`src/hdl/fir_q8_pkg.sv`:
```
// ----------------------------------------------------------------------------
// fir_q8_pkg
// Types and constants shared by the ten-tap symmetric Q8 FIR filter.
// ----------------------------------------------------------------------------
`default_nettype none

package fir_q8_pkg;

  localparam int TAPS        = 10;
  localparam int NCOEF       = TAPS / 2;
  localparam int COEF_W      = 9;
  localparam int OUT_W       = 20;
  localparam int OUT_BYTES_W = ((OUT_W + 7) / 8) * 8;
  localparam int CFG_IDX_W   = 3;
  localparam int QDEPTH      = 2;
  localparam int QPTR_W      = 1;
  localparam int QCNT_W      = 2;

  typedef enum logic [CFG_IDX_W-1:0] {
    CFG_COEF_OUTER  = 3'd0,
    CFG_COEF_SECOND = 3'd1,
    CFG_COEF_THIRD  = 3'd2,
    CFG_COEF_FOURTH = 3'd3,
    CFG_COEF_CENTER = 3'd4
  } cfg_reg_t;

  typedef logic signed [COEF_W-1:0] coef_t;
  typedef coef_t [NCOEF-1:0]        coef_set_t;

  localparam coef_t COEF_OUTER_RST  = 9'sd2;
  localparam coef_t COEF_SECOND_RST = 9'sd8;
  localparam coef_t COEF_THIRD_RST  = 9'sd22;
  localparam coef_t COEF_FOURTH_RST = 9'sd40;
  localparam coef_t COEF_CENTER_RST = 9'sd53;

  // tap k and tap TAPS-1-k share one coefficient
  function automatic int coef_sel(input int k);
    coef_sel = (k < TAPS - 1 - k) ? k : (TAPS - 1 - k);
  endfunction

endpackage

`default_nettype wire

```
`src/hdl/fir_q8_front.sv`:
```
// ----------------------------------------------------------------------------
// fir_q8_front
// Accepts samples, advances the delay line and emits the ten-sample window.
// ----------------------------------------------------------------------------
`default_nettype none

module fir_q8_front #(
  parameter int SAMPLE_WIDTH = 16,
  parameter int WIN_W        = 10 * SAMPLE_WIDTH
) (
  input  wire logic                    clk,
  input  wire logic                    rst_n,
  input  wire logic                    in_tvalid,
  output logic                         in_tready,
  input  wire logic [SAMPLE_WIDTH-1:0] sample,
  output logic                         push_valid,
  input  wire logic                    push_ready,
  output logic [WIN_W-1:0]             push_data
);
  import fir_q8_pkg::*;

  logic [SAMPLE_WIDTH-1:0] dl_r   [TAPS-1];
  logic [SAMPLE_WIDTH-1:0] dl_nxt [TAPS-1];
  logic                    accept;

  assign in_tready  = push_ready;
  assign push_valid = in_tvalid;
  assign accept     = in_tvalid && push_ready;

  always_comb begin
    push_data[SAMPLE_WIDTH-1:0] = sample;
    for (int k = 1; k < TAPS; k++) begin
      push_data[k*SAMPLE_WIDTH +: SAMPLE_WIDTH] = dl_r[k-1];
    end
  end

  always_comb begin
    dl_nxt[0] = sample;
    for (int k = 1; k < TAPS - 1; k++) begin
      dl_nxt[k] = dl_r[k-1];
    end
  end

  // history clears at reset so missing taps add nothing
  always_ff @(posedge clk) begin
    if (!rst_n) begin
      for (int k = 0; k < TAPS - 1; k++) dl_r[k] <= '0;
    end else if (accept) begin
      for (int k = 0; k < TAPS - 1; k++) dl_r[k] <= dl_nxt[k];
    end
  end

endmodule

`default_nettype wire

```
`src/hdl/fir_q8_queue.sv`:
```
// ----------------------------------------------------------------------------
// fir_q8_queue
// Two-entry queue between front and back; each side stalls on its own.
// ----------------------------------------------------------------------------
`default_nettype none

module fir_q8_queue #(
  parameter int DATA_W = 160
) (
  input  wire logic              clk,
  input  wire logic              rst_n,
  input  wire logic              push_valid,
  output logic                   push_ready,
  input  wire logic [DATA_W-1:0] push_data,
  output logic                   pop_valid,
  input  wire logic              pop_ready,
  output logic [DATA_W-1:0]      pop_data
);
  import fir_q8_pkg::*;

  logic [DATA_W-1:0] mem [QDEPTH];
  logic [QPTR_W-1:0] wr_ptr_r, wr_ptr_nxt;
  logic [QPTR_W-1:0] rd_ptr_r, rd_ptr_nxt;
  logic [QCNT_W-1:0] cnt_r, cnt_nxt;
  logic              push, pop;

  assign push_ready = (cnt_r != QCNT_W'(QDEPTH));
  assign pop_valid  = (cnt_r != '0);
  assign push       = push_valid && push_ready;
  assign pop        = pop_valid && pop_ready;
  assign pop_data   = mem[rd_ptr_r];

  always_comb begin
    wr_ptr_nxt = push ? wr_ptr_r + 1'b1 : wr_ptr_r;
    rd_ptr_nxt = pop  ? rd_ptr_r + 1'b1 : rd_ptr_r;
    cnt_nxt    = cnt_r;
    if (push && !pop) cnt_nxt = cnt_r + 1'b1;
    else if (pop && !push) cnt_nxt = cnt_r - 1'b1;
  end

  always_ff @(posedge clk) begin
    if (push) mem[wr_ptr_r] <= push_data;
  end

  always_ff @(posedge clk) begin
    if (!rst_n) begin
      wr_ptr_r <= '0;
      rd_ptr_r <= '0;
      cnt_r    <= '0;
    end else begin
      wr_ptr_r <= wr_ptr_nxt;
      rd_ptr_r <= rd_ptr_nxt;
      cnt_r    <= cnt_nxt;
    end
  end

  a_cnt_bound: assert property (@(posedge clk) disable iff (!rst_n)
    cnt_r <= QCNT_W'(QDEPTH))
    else $error("queue count beyond depth");

  a_push_lands: assert property (@(posedge clk) disable iff (!rst_n)
    push |=> pop_valid)
    else $error("pushed entry not visible");

endmodule

`default_nettype wire

```
`src/hdl/fir_q8_back.sv`:
```
// ----------------------------------------------------------------------------
// fir_q8_back
// Tap multipliers, two-level adder and saturation, with the output register.
// ----------------------------------------------------------------------------
`default_nettype none

module fir_q8_back #(
  parameter int SAMPLE_WIDTH = 16,
  parameter int WIN_W        = 10 * SAMPLE_WIDTH
) (
  input  wire logic                    clk,
  input  wire logic                    rst_n,
  input  wire fir_q8_pkg::coef_set_t   coefs,
  input  wire logic                    win_valid,
  output logic                         win_ready,
  input  wire logic [WIN_W-1:0]        win_data,
  output logic                         out_valid,
  input  wire logic                    out_ready,
  output logic [fir_q8_pkg::OUT_W-1:0] result
);
  import fir_q8_pkg::*;

  localparam int SW     = SAMPLE_WIDTH;
  localparam int MUL_W  = SW + 5;
  localparam int PROD_W = SW + 1;
  localparam int PAIR_W = PROD_W + 1;
  localparam int SUM_W  = PAIR_W + 3;
  localparam int EXT_W  = (SUM_W > OUT_W) ? SUM_W : OUT_W;
  localparam int NPAIR  = TAPS / 2;

  logic                     adv;
  logic                     v1_r, v2_r, vo_r;
  logic signed [PROD_W-1:0] prod_r   [TAPS];
  logic signed [PROD_W-1:0] prod_nxt [TAPS];
  logic signed [PAIR_W-1:0] pair_r   [NPAIR];
  logic signed [PAIR_W-1:0] pair_nxt [NPAIR];
  logic signed [SUM_W-1:0]  total;
  logic signed [EXT_W-1:0]  total_ext;
  logic [EXT_W-OUT_W:0]     hi_bits;
  logic [OUT_W-1:0]         res_r, res_nxt;

  // whole pipeline holds while a finished result waits
  assign adv       = !vo_r || out_ready;
  assign win_ready = adv;
  assign out_valid = vo_r;
  assign result    = res_r;

  for (genvar k = 0; k < TAPS; k++) begin : g_tap
    logic signed [SW-4:0]     s_sh;
    logic signed [COEF_W-2:0] c_sh;
    logic signed [MUL_W-1:0]  full;
    assign s_sh = win_data[k*SW+3 +: SW-3];
    assign c_sh = coefs[coef_sel(k)][COEF_W-1:1];
    assign full = s_sh * c_sh;
    assign prod_nxt[k] = full[MUL_W-1:4];
  end

  always_comb begin
    for (int j = 0; j < NPAIR; j++) begin
      pair_nxt[j] = PAIR_W'(prod_r[2*j]) + PAIR_W'(prod_r[2*j+1]);
    end
  end

  always_comb begin
    total = '0;
    for (int j = 0; j < NPAIR; j++) begin
      total = total + SUM_W'(pair_r[j]);
    end
    total_ext = EXT_W'(total);
    hi_bits   = total_ext[EXT_W-1:OUT_W-1];
    // clamp to the output range when the upper bits disagree
    if ((&hi_bits) || !(|hi_bits)) begin
      res_nxt = total_ext[OUT_W-1:0];
    end else if (total_ext[EXT_W-1]) begin
      res_nxt = {1'b1, {(OUT_W-1){1'b0}}};
    end else begin
      res_nxt = {1'b0, {(OUT_W-1){1'b1}}};
    end
  end

  always_ff @(posedge clk) begin
    if (adv) begin
      for (int k = 0; k < TAPS; k++) prod_r[k] <= prod_nxt[k];
      for (int j = 0; j < NPAIR; j++) pair_r[j] <= pair_nxt[j];
      res_r <= res_nxt;
    end
  end

  always_ff @(posedge clk) begin
    if (!rst_n) begin
      v1_r <= 1'b0;
      v2_r <= 1'b0;
      vo_r <= 1'b0;
    end else if (adv) begin
      v1_r <= win_valid;
      v2_r <= v1_r;
      vo_r <= v2_r;
    end
  end

  a_stage_to_out: assert property (@(posedge clk) disable iff (!rst_n)
    v2_r && adv |=> vo_r)
    else $error("summed transaction lost before output");

  a_stall_holds: assert property (@(posedge clk) disable iff (!rst_n)
    vo_r && !out_ready |=> $stable(v1_r) && $stable(v2_r))
    else $error("pipeline moved during output stall");

endmodule

`default_nettype wire

```
`src/hdl/fir_filter_fixed_point_q8.sv`:
```
// ----------------------------------------------------------------------------
// fir_filter_fixed_point_q8
// Ten-tap symmetric FIR filter, Q8 coefficients, one sample per transaction.
// ----------------------------------------------------------------------------
//  channel | direction | handshake            | payload
//  in_     | slave     | in_tvalid/in_tready  | in_tdata: sample_in
//  out_    | master    | out_tvalid/out_tready| out_tdata: filtered_out
//  cfg_    | write     | cfg_wr_en            | cfg_index, cfg_wdata (coefficient)
//
//  One sample per cycle sustained while out_tready stays high. The path is
//  registered in the queue, tap multipliers, pair adders and saturated sum.
//  rst_n is synchronous: delay line cleared, coefficients back to defaults.
//  An output stall freezes the back pipeline; the two-entry queue keeps the
//  front accepting until it fills.
// ----------------------------------------------------------------------------
`default_nettype none

module fir_filter_fixed_point_q8 #(
  parameter int SAMPLE_WIDTH = 16
) (
  input  wire logic                                  clk,
  input  wire logic                                  rst_n,
  input  wire logic                                  in_tvalid,
  output logic                                       in_tready,
  // [SAMPLE_WIDTH-1:0] sample_in, zero fill to whole bytes
  input  wire logic [((SAMPLE_WIDTH+7)/8)*8-1:0]     in_tdata,
  output logic                                       out_tvalid,
  input  wire logic                                  out_tready,
  // [19:0] filtered_out, [23:20] zero
  output logic [fir_q8_pkg::OUT_BYTES_W-1:0]         out_tdata,
  input  wire logic                                  cfg_wr_en,
  input  wire logic [fir_q8_pkg::CFG_IDX_W-1:0]      cfg_index,
  input  wire logic [fir_q8_pkg::COEF_W-1:0]         cfg_wdata
);
  import fir_q8_pkg::*;

  localparam int WIN_W = TAPS * SAMPLE_WIDTH;

  coef_set_t          coefs_r;
  logic               push_valid, push_ready;
  logic [WIN_W-1:0]   push_data;
  logic               pop_valid, pop_ready;
  logic [WIN_W-1:0]   pop_data;
  logic [OUT_W-1:0]   result;

  always_ff @(posedge clk) begin
    if (!rst_n) begin
      coefs_r[CFG_COEF_OUTER]  <= COEF_OUTER_RST;
      coefs_r[CFG_COEF_SECOND] <= COEF_SECOND_RST;
      coefs_r[CFG_COEF_THIRD]  <= COEF_THIRD_RST;
      coefs_r[CFG_COEF_FOURTH] <= COEF_FOURTH_RST;
      coefs_r[CFG_COEF_CENTER] <= COEF_CENTER_RST;
    end else if (cfg_wr_en) begin
      unique case (cfg_index)
        CFG_COEF_OUTER:  coefs_r[CFG_COEF_OUTER]  <= cfg_wdata;
        CFG_COEF_SECOND: coefs_r[CFG_COEF_SECOND] <= cfg_wdata;
        CFG_COEF_THIRD:  coefs_r[CFG_COEF_THIRD]  <= cfg_wdata;
        CFG_COEF_FOURTH: coefs_r[CFG_COEF_FOURTH] <= cfg_wdata;
        CFG_COEF_CENTER: coefs_r[CFG_COEF_CENTER] <= cfg_wdata;
        default: ; // drop writes to unused indexes
      endcase
    end
  end

  fir_q8_front #(
    .SAMPLE_WIDTH (SAMPLE_WIDTH),
    .WIN_W        (WIN_W)
  ) u_front (
    .clk        (clk),
    .rst_n      (rst_n),
    .in_tvalid  (in_tvalid),
    .in_tready  (in_tready),
    .sample     (in_tdata[SAMPLE_WIDTH-1:0]),
    .push_valid (push_valid),
    .push_ready (push_ready),
    .push_data  (push_data)
  );

  fir_q8_queue #(
    .DATA_W (WIN_W)
  ) u_queue (
    .clk        (clk),
    .rst_n      (rst_n),
    .push_valid (push_valid),
    .push_ready (push_ready),
    .push_data  (push_data),
    .pop_valid  (pop_valid),
    .pop_ready  (pop_ready),
    .pop_data   (pop_data)
  );

  fir_q8_back #(
    .SAMPLE_WIDTH (SAMPLE_WIDTH),
    .WIN_W        (WIN_W)
  ) u_back (
    .clk       (clk),
    .rst_n     (rst_n),
    .coefs     (coefs_r),
    .win_valid (pop_valid),
    .win_ready (pop_ready),
    .win_data  (pop_data),
    .out_valid (out_tvalid),
    .out_ready (out_tready),
    .result    (result)
  );

  assign out_tdata = {{(OUT_BYTES_W-OUT_W){1'b0}}, result};

endmodule

`default_nettype wire

```
`config.mk`:
```
export PLATFORM = sky130hd
export DESIGN_NAME = fir_filter_fixed_point_q8
export DESIGN_NICKNAME = d
export VERILOG_FILES = /design/src/hdl/fir_q8_pkg.sv /design/src/hdl/fir_q8_front.sv /design/src/hdl/fir_q8_queue.sv /design/src/hdl/fir_q8_back.sv /design/src/hdl/fir_filter_fixed_point_q8.sv
export SDC_FILE = /design/constraint.sdc
export NUM_CORES = 2
export LEC_CHECK = 0
export ABC_AREA = 1
export BUFFER_PORTS_ARGS = -buffer_cell sky130_fd_sc_hd__buf_2
export CAP_MARGIN = 5
export CORE_MARGIN = 5
export CORE_UTILIZATION = 35
export DETAILED_ROUTE_END_ITERATION = 6
export SLEW_MARGIN = 30
export SYNTH_ARGS = -nofsm -noshare
export SYNTH_HDL_FRONTEND = slang
export SYNTH_HIERARCHICAL = 1
export SYNTH_SLANG_ARGS = --single-unit
```
`constraint.sdc`:
```
create_clock -name clk -period 7.9 [get_ports clk]
set_clock_uncertainty 0.15 [all_clocks]
set_input_delay 0.79 -clock clk [delete_from_list [all_inputs] [get_ports clk]]
set_output_delay 0.79 -clock clk [all_outputs]
set_load 0.005 [all_outputs]
```
### After elaboration in Yosys (flattened, before gate mapping)

Memories as Yosys holds them, arrays and structs flattened. A register that Yosys moved wholly into a read port is not among the register bits.
Cells that the tools add are included.

* bits in registers: 72
* bits in latches: 0
* bits in writable memories: 724
* bits in read-only memories: 0
* input bits: 33
* output and inout bits: 26
* word-level logic and storage cells: 95
* memories kept: 4

Memories
* u_queue.mem: depth 2, bits a word 160, read ports 1, clocked after Yosys merged registers in 1, wr ports 1, RTL line fir_q8_queue.sv:21 `logic [DATA_W-1:0] mem [QDEPTH];`
* u_back.prod_r: depth 10, bits a word 17, read ports 10, clocked after Yosys merged registers in 0, wr ports 10, RTL line fir_q8_back.sv:33 `logic signed [PROD_W-1:0] prod_r [TAPS];`
* u_front.dl_r: depth 9, bits a word 16, read ports 9, clocked after Yosys merged registers in 0, wr ports 9, RTL line fir_q8_front.sv:22 `logic [SAMPLE_WIDTH-1:0] dl_r [TAPS-1];`
* u_back.pair_r: depth 5, bits a word 18, read ports 5, clocked after Yosys merged registers in 0, wr ports 5, RTL line fir_q8_back.sv:35 `logic signed [PAIR_W-1:0] pair_r [NPAIR];`

* $add $sub $neg: 13
* multipliers: 10
* divide/modulo/power cells: 0
* order comparisons: 0
* equality and inequality tests: 5
* shifts and indexed selects: 0
* multiplexer cells: 22
* bitwise gates (word level): 9
* reduce and logical (&&, ||, !) cells: 20

Operator list (count)
* multiplier 13 x 8 -> 21 bit: 10
* 2-to-1 mux 16 bit: 9
* adder 17 x 17 -> 18 bit: 5
* adder 21 x 18 -> 21 bit: 2
* 2-to-1 mux 20 bit: 2
* adder 19 x 18 -> 20 bit: 1
* adder 18 x 18 -> 19 bit: 1
* AND reduction 2 bit: 6
* 2-to-1 mux 1 bit: 9
* bitwise OR 1 bit: 9
* == test 3 x 2 -> 1 bit (second input constant): 2
* logical AND 1 bit: 4
* logical NOT 1 bit: 4
* 2-to-1 mux 2 bit: 2
* nonzero test 2 bit: 2
* == test 3 x 1 -> 1 bit (second input constant): 1
* == test 3 bit (second input constant): 1
* logical NOT 3 bit: 1
* adder 1 bit (second input constant): 2
* adder 2 x 1 -> 2 bit (second input constant): 1
* logical OR 1 bit: 2
* inequality test 2 bit (second input constant): 1
* OR reduction 2 bit: 1
* subtractor 2 x 1 -> 2 bit (second input constant): 1

### Logic depth before layout (Yosys ltp)

An unclocked memory read counts as a cell.

* depth after elaboration: 9
* mapped depth: 27
* gate-level depth less buffers: 23

### Modules after synthesis

The synthesis kept the hierarchy.

Modules (own cells, without submodules)
* fir_q8_back: times used 1, cells an instance 6724, area each 54370.9 µm², seq. area each 8468.1 µm²
* fir_q8_queue: times used 1, cells an instance 535, area each 12191.7 µm², seq. area each 9709.3 µm²
* fir_q8_front: times used 1, cells an instance 468, area each 5662.9 µm², seq. area each 4324.1 µm²
* fir_filter_fixed_point_q8: times used 1, cells an instance 263, area each 1856.8 µm², seq. area each 900.9 µm²

### Least setup slack after synthesis

OpenSTA, ideal clock, no wires.

* path type: input-to-reg
* start: input in_tvalid
* end: memory u_queue.mem[0][0] (enable)
* library setup time: 682 ps
* arrival: 7602 ps
* data required time: 7068 ps
* slack: -534 ps
* stages on the path: 3
* buffers on the path: 1
* path through: buf_4 > nand2_1 > nor2_1

* longest elaborated chain between the ends: 3

RTL lines
* from (decl): RTL line fir_filter_fixed_point_q8.sv:23 `input wire logic in_tvalid,`
* logical AND 1 bit: RTL line fir_q8_queue.sv:29 `assign push = push_valid && push_ready;`
* 2-to-1 mux 1 bit: RTL line fir_q8_queue.sv:42 `if (push) mem[wr_ptr_r] <= push_data;`
* 2-to-1 mux 1 bit (not written as such): RTL line fir_q8_queue.sv:42
* to (decl): RTL line fir_q8_queue.sv:21

No other way between the ends.

==> results.ini <==
[run_status]
status = complete, no violations

[hold_path]
hp-class = in2reg
min_to = u_queue/mem[0][10]$_DFFE_PP_
holdPathStages = 1
min_from = in_tdata[10]

[routing]
drt_first_pass_iters = 5
drt-total-wl_mm = 164
vias = 47300
ant_nets = 0
viasPerCell = 4.53
dr.first_iter.drc_count = 2740
drc = 0
wl_per_cell_um = 15.7

[timing]
hold_viol = 0
rsz0062_at_grt = false
drv_slew = 0
tns_ns = 0
worst_pin_slew_ns = 0.999
fmax_ghz = 0.170
layout_min_cycle_time_ns = 5.89
slew_headroom = 0.334
setup_viol = 0
period_share = 0.745

[die]
die_w_um = 459
die_area_um2 = 211000
start_util = 0.351
fp.dieH_um = 459
core_um2 = 201000
rows = 165
num_io_pins = 59

[final_layout]
drive_above_1_share = 0.0533
multiInputGateArea_um2 = 40300
syn_to_final_growth_pct = 7.61
final_nets = 9119
fillers = 20100
register_area_um2 = 20700

[setup_path]
worstSetupStartpointType = flip-flop
ff2ff_setup_slack_ns = 2.01
crit_path_max_fanout = 35
criticalPathCategory = reg2reg
worst_setup_path_end_kind = flip-flop
critPathArrivalTime_ns = 6.16
required_ns = 8.17
r2r_end = u_back/prod_r[7][10]$_DFFE_PP_
ff2ff_path_depth = 20

[global_routing]
grt_pass1_wl_mm = 265
grt_start_max_net_pins = 131
grt_antenna_before_repair = 13
grt_remaining_overflow = 0
track_usage = 0.158
first_global_vias = 49600

[clocking]
post_cts_resized = 0
cts_tree = done
ctsLongestPathBuffers = 3
post_cts_buffers = 0
holdBufCountCts = 0
path_clk_slew_ns = 0.06
clock_latency_ns = 0.70
cts_root_buffer = clkbuf_16
cts_buffers = 82
cts.sinks = 705
cts_htree_levels = 3

[placed_design]
portBuffers = 50
dp.final_hpwl_mm = 132
gp_congestion = 0.900

[logic_synthesis]
postSynthAreaPerCell_um2 = 9.07
syn_inst = 7791
ys_warn_count = 6
syn_area_um2 = 70700

[flow_run]
maxCapViolations = 0

registers in the layout, indices dropped and copies added (netlist names), 2 cells and up, named ones only:
signal,flops
u_queue/cnt_r,2
coefs_r,40
u_front/dl_r,117
u_back/prod_r,170
u_back/result,20
u_queue/mem,260
u_back/pair_r,90
placed cells by master, fill, tap and decap left out, drive strengths merged, types with 48 or more instances in the layout:
cell type  instances
inv             2250
nand2           1555
fa               901
edfxtp           657
ha               487
nor2             460
a21oi            238
nand3            195
xor2             167
mux2             130
o21ai            111
buf               98
xnor2             97
clkbuf            97
dfxtp             48
worst max-delay path, stage by stage, from the launching register on:
cell      delay [ns]
dfxtp_4         0.76
buf_4           0.59
mux2_4          0.38
inv_1           0.13
nand2_1         0.09
fa_1            0.46
fa_1            0.49
inv_1           0.05
fa_1            0.47
inv_1           0.05
fa_1            0.47
inv_1           0.04
ha_1            0.33
a21oi_1         0.16
nand2_1         0.11
a21boi_0        0.30
o21ai_0         0.20
nand3_1         0.13
nand2_1         0.07
nand2_1         0.06
nand2_1         0.05
area by class of cell:
| cell class | count | share of cell area |
|---|---|---|
| sequential | 705 | 0.272 |
| antenna | 7 | 0.000230 |
| multi-input combinational | 4571 | 0.530 |
| clock inverter | 53 | 0.00648 |
| inverter | 2240 | 0.111 |
| tap | 2672 | 0.0440 |
| clock buffer | 97 | 0.0280 |
| timing repair buffer | 98 | 0.00882 |
metal layers:
| layer | vias up | routed length (µm) | track usage | part of all wire |
|---|---|---|---|---|
| li1 | 23000 | - | - | - |
| met1 | 23100 | 72200 | 0.205 | 0.44 |
| met2 | 991 | 77800 | 0.269 | 0.47 |
| met3 | 226 | 7300 | 0.0173 | 0.044 |
| met4 | 0 | 7000 | 0.0645 | 0.043 |
| met5 | - | 0 | 0 | 0 |
worst max-delay path by stage:
stage | to | cells past startpoint
floorplan | u_queue/cnt_r[1]$_SDFFE_PN0P_ | 10
global placement | u_back/prod_r[1][16]$_DFFE_PP_ | 20
detailed placement | u_back/prod_r[8][16]$_DFFE_PP_ | 17
CTS | u_back/prod_r[7][10]$_DFFE_PP_ | 20
global route | u_back/prod_r[7][10]$_DFFE_PP_ | 20
finish | u_back/prod_r[7][10]$_DFFE_PP_ | 20
per-stage QoR:
step	cells	instance area, µm²	hold WS [ns]	setup slack (ns)	utilization
global route	10400	76000	0.109	1.74	0.377
detailed placement	10300	73400	0.281	2.04	0.364
global placement	10300	73400	0.274	2.06	0.364
floorplan	7794	70700	0.271	0.248	-
CTS	10400	76000	0.0759	2.06	0.377
finish	10400	76000	0.153	2.01	0.377
Power is not shown: default switching activity piles up to over one toggle a cycle in this logic, so the estimate is an artifact.
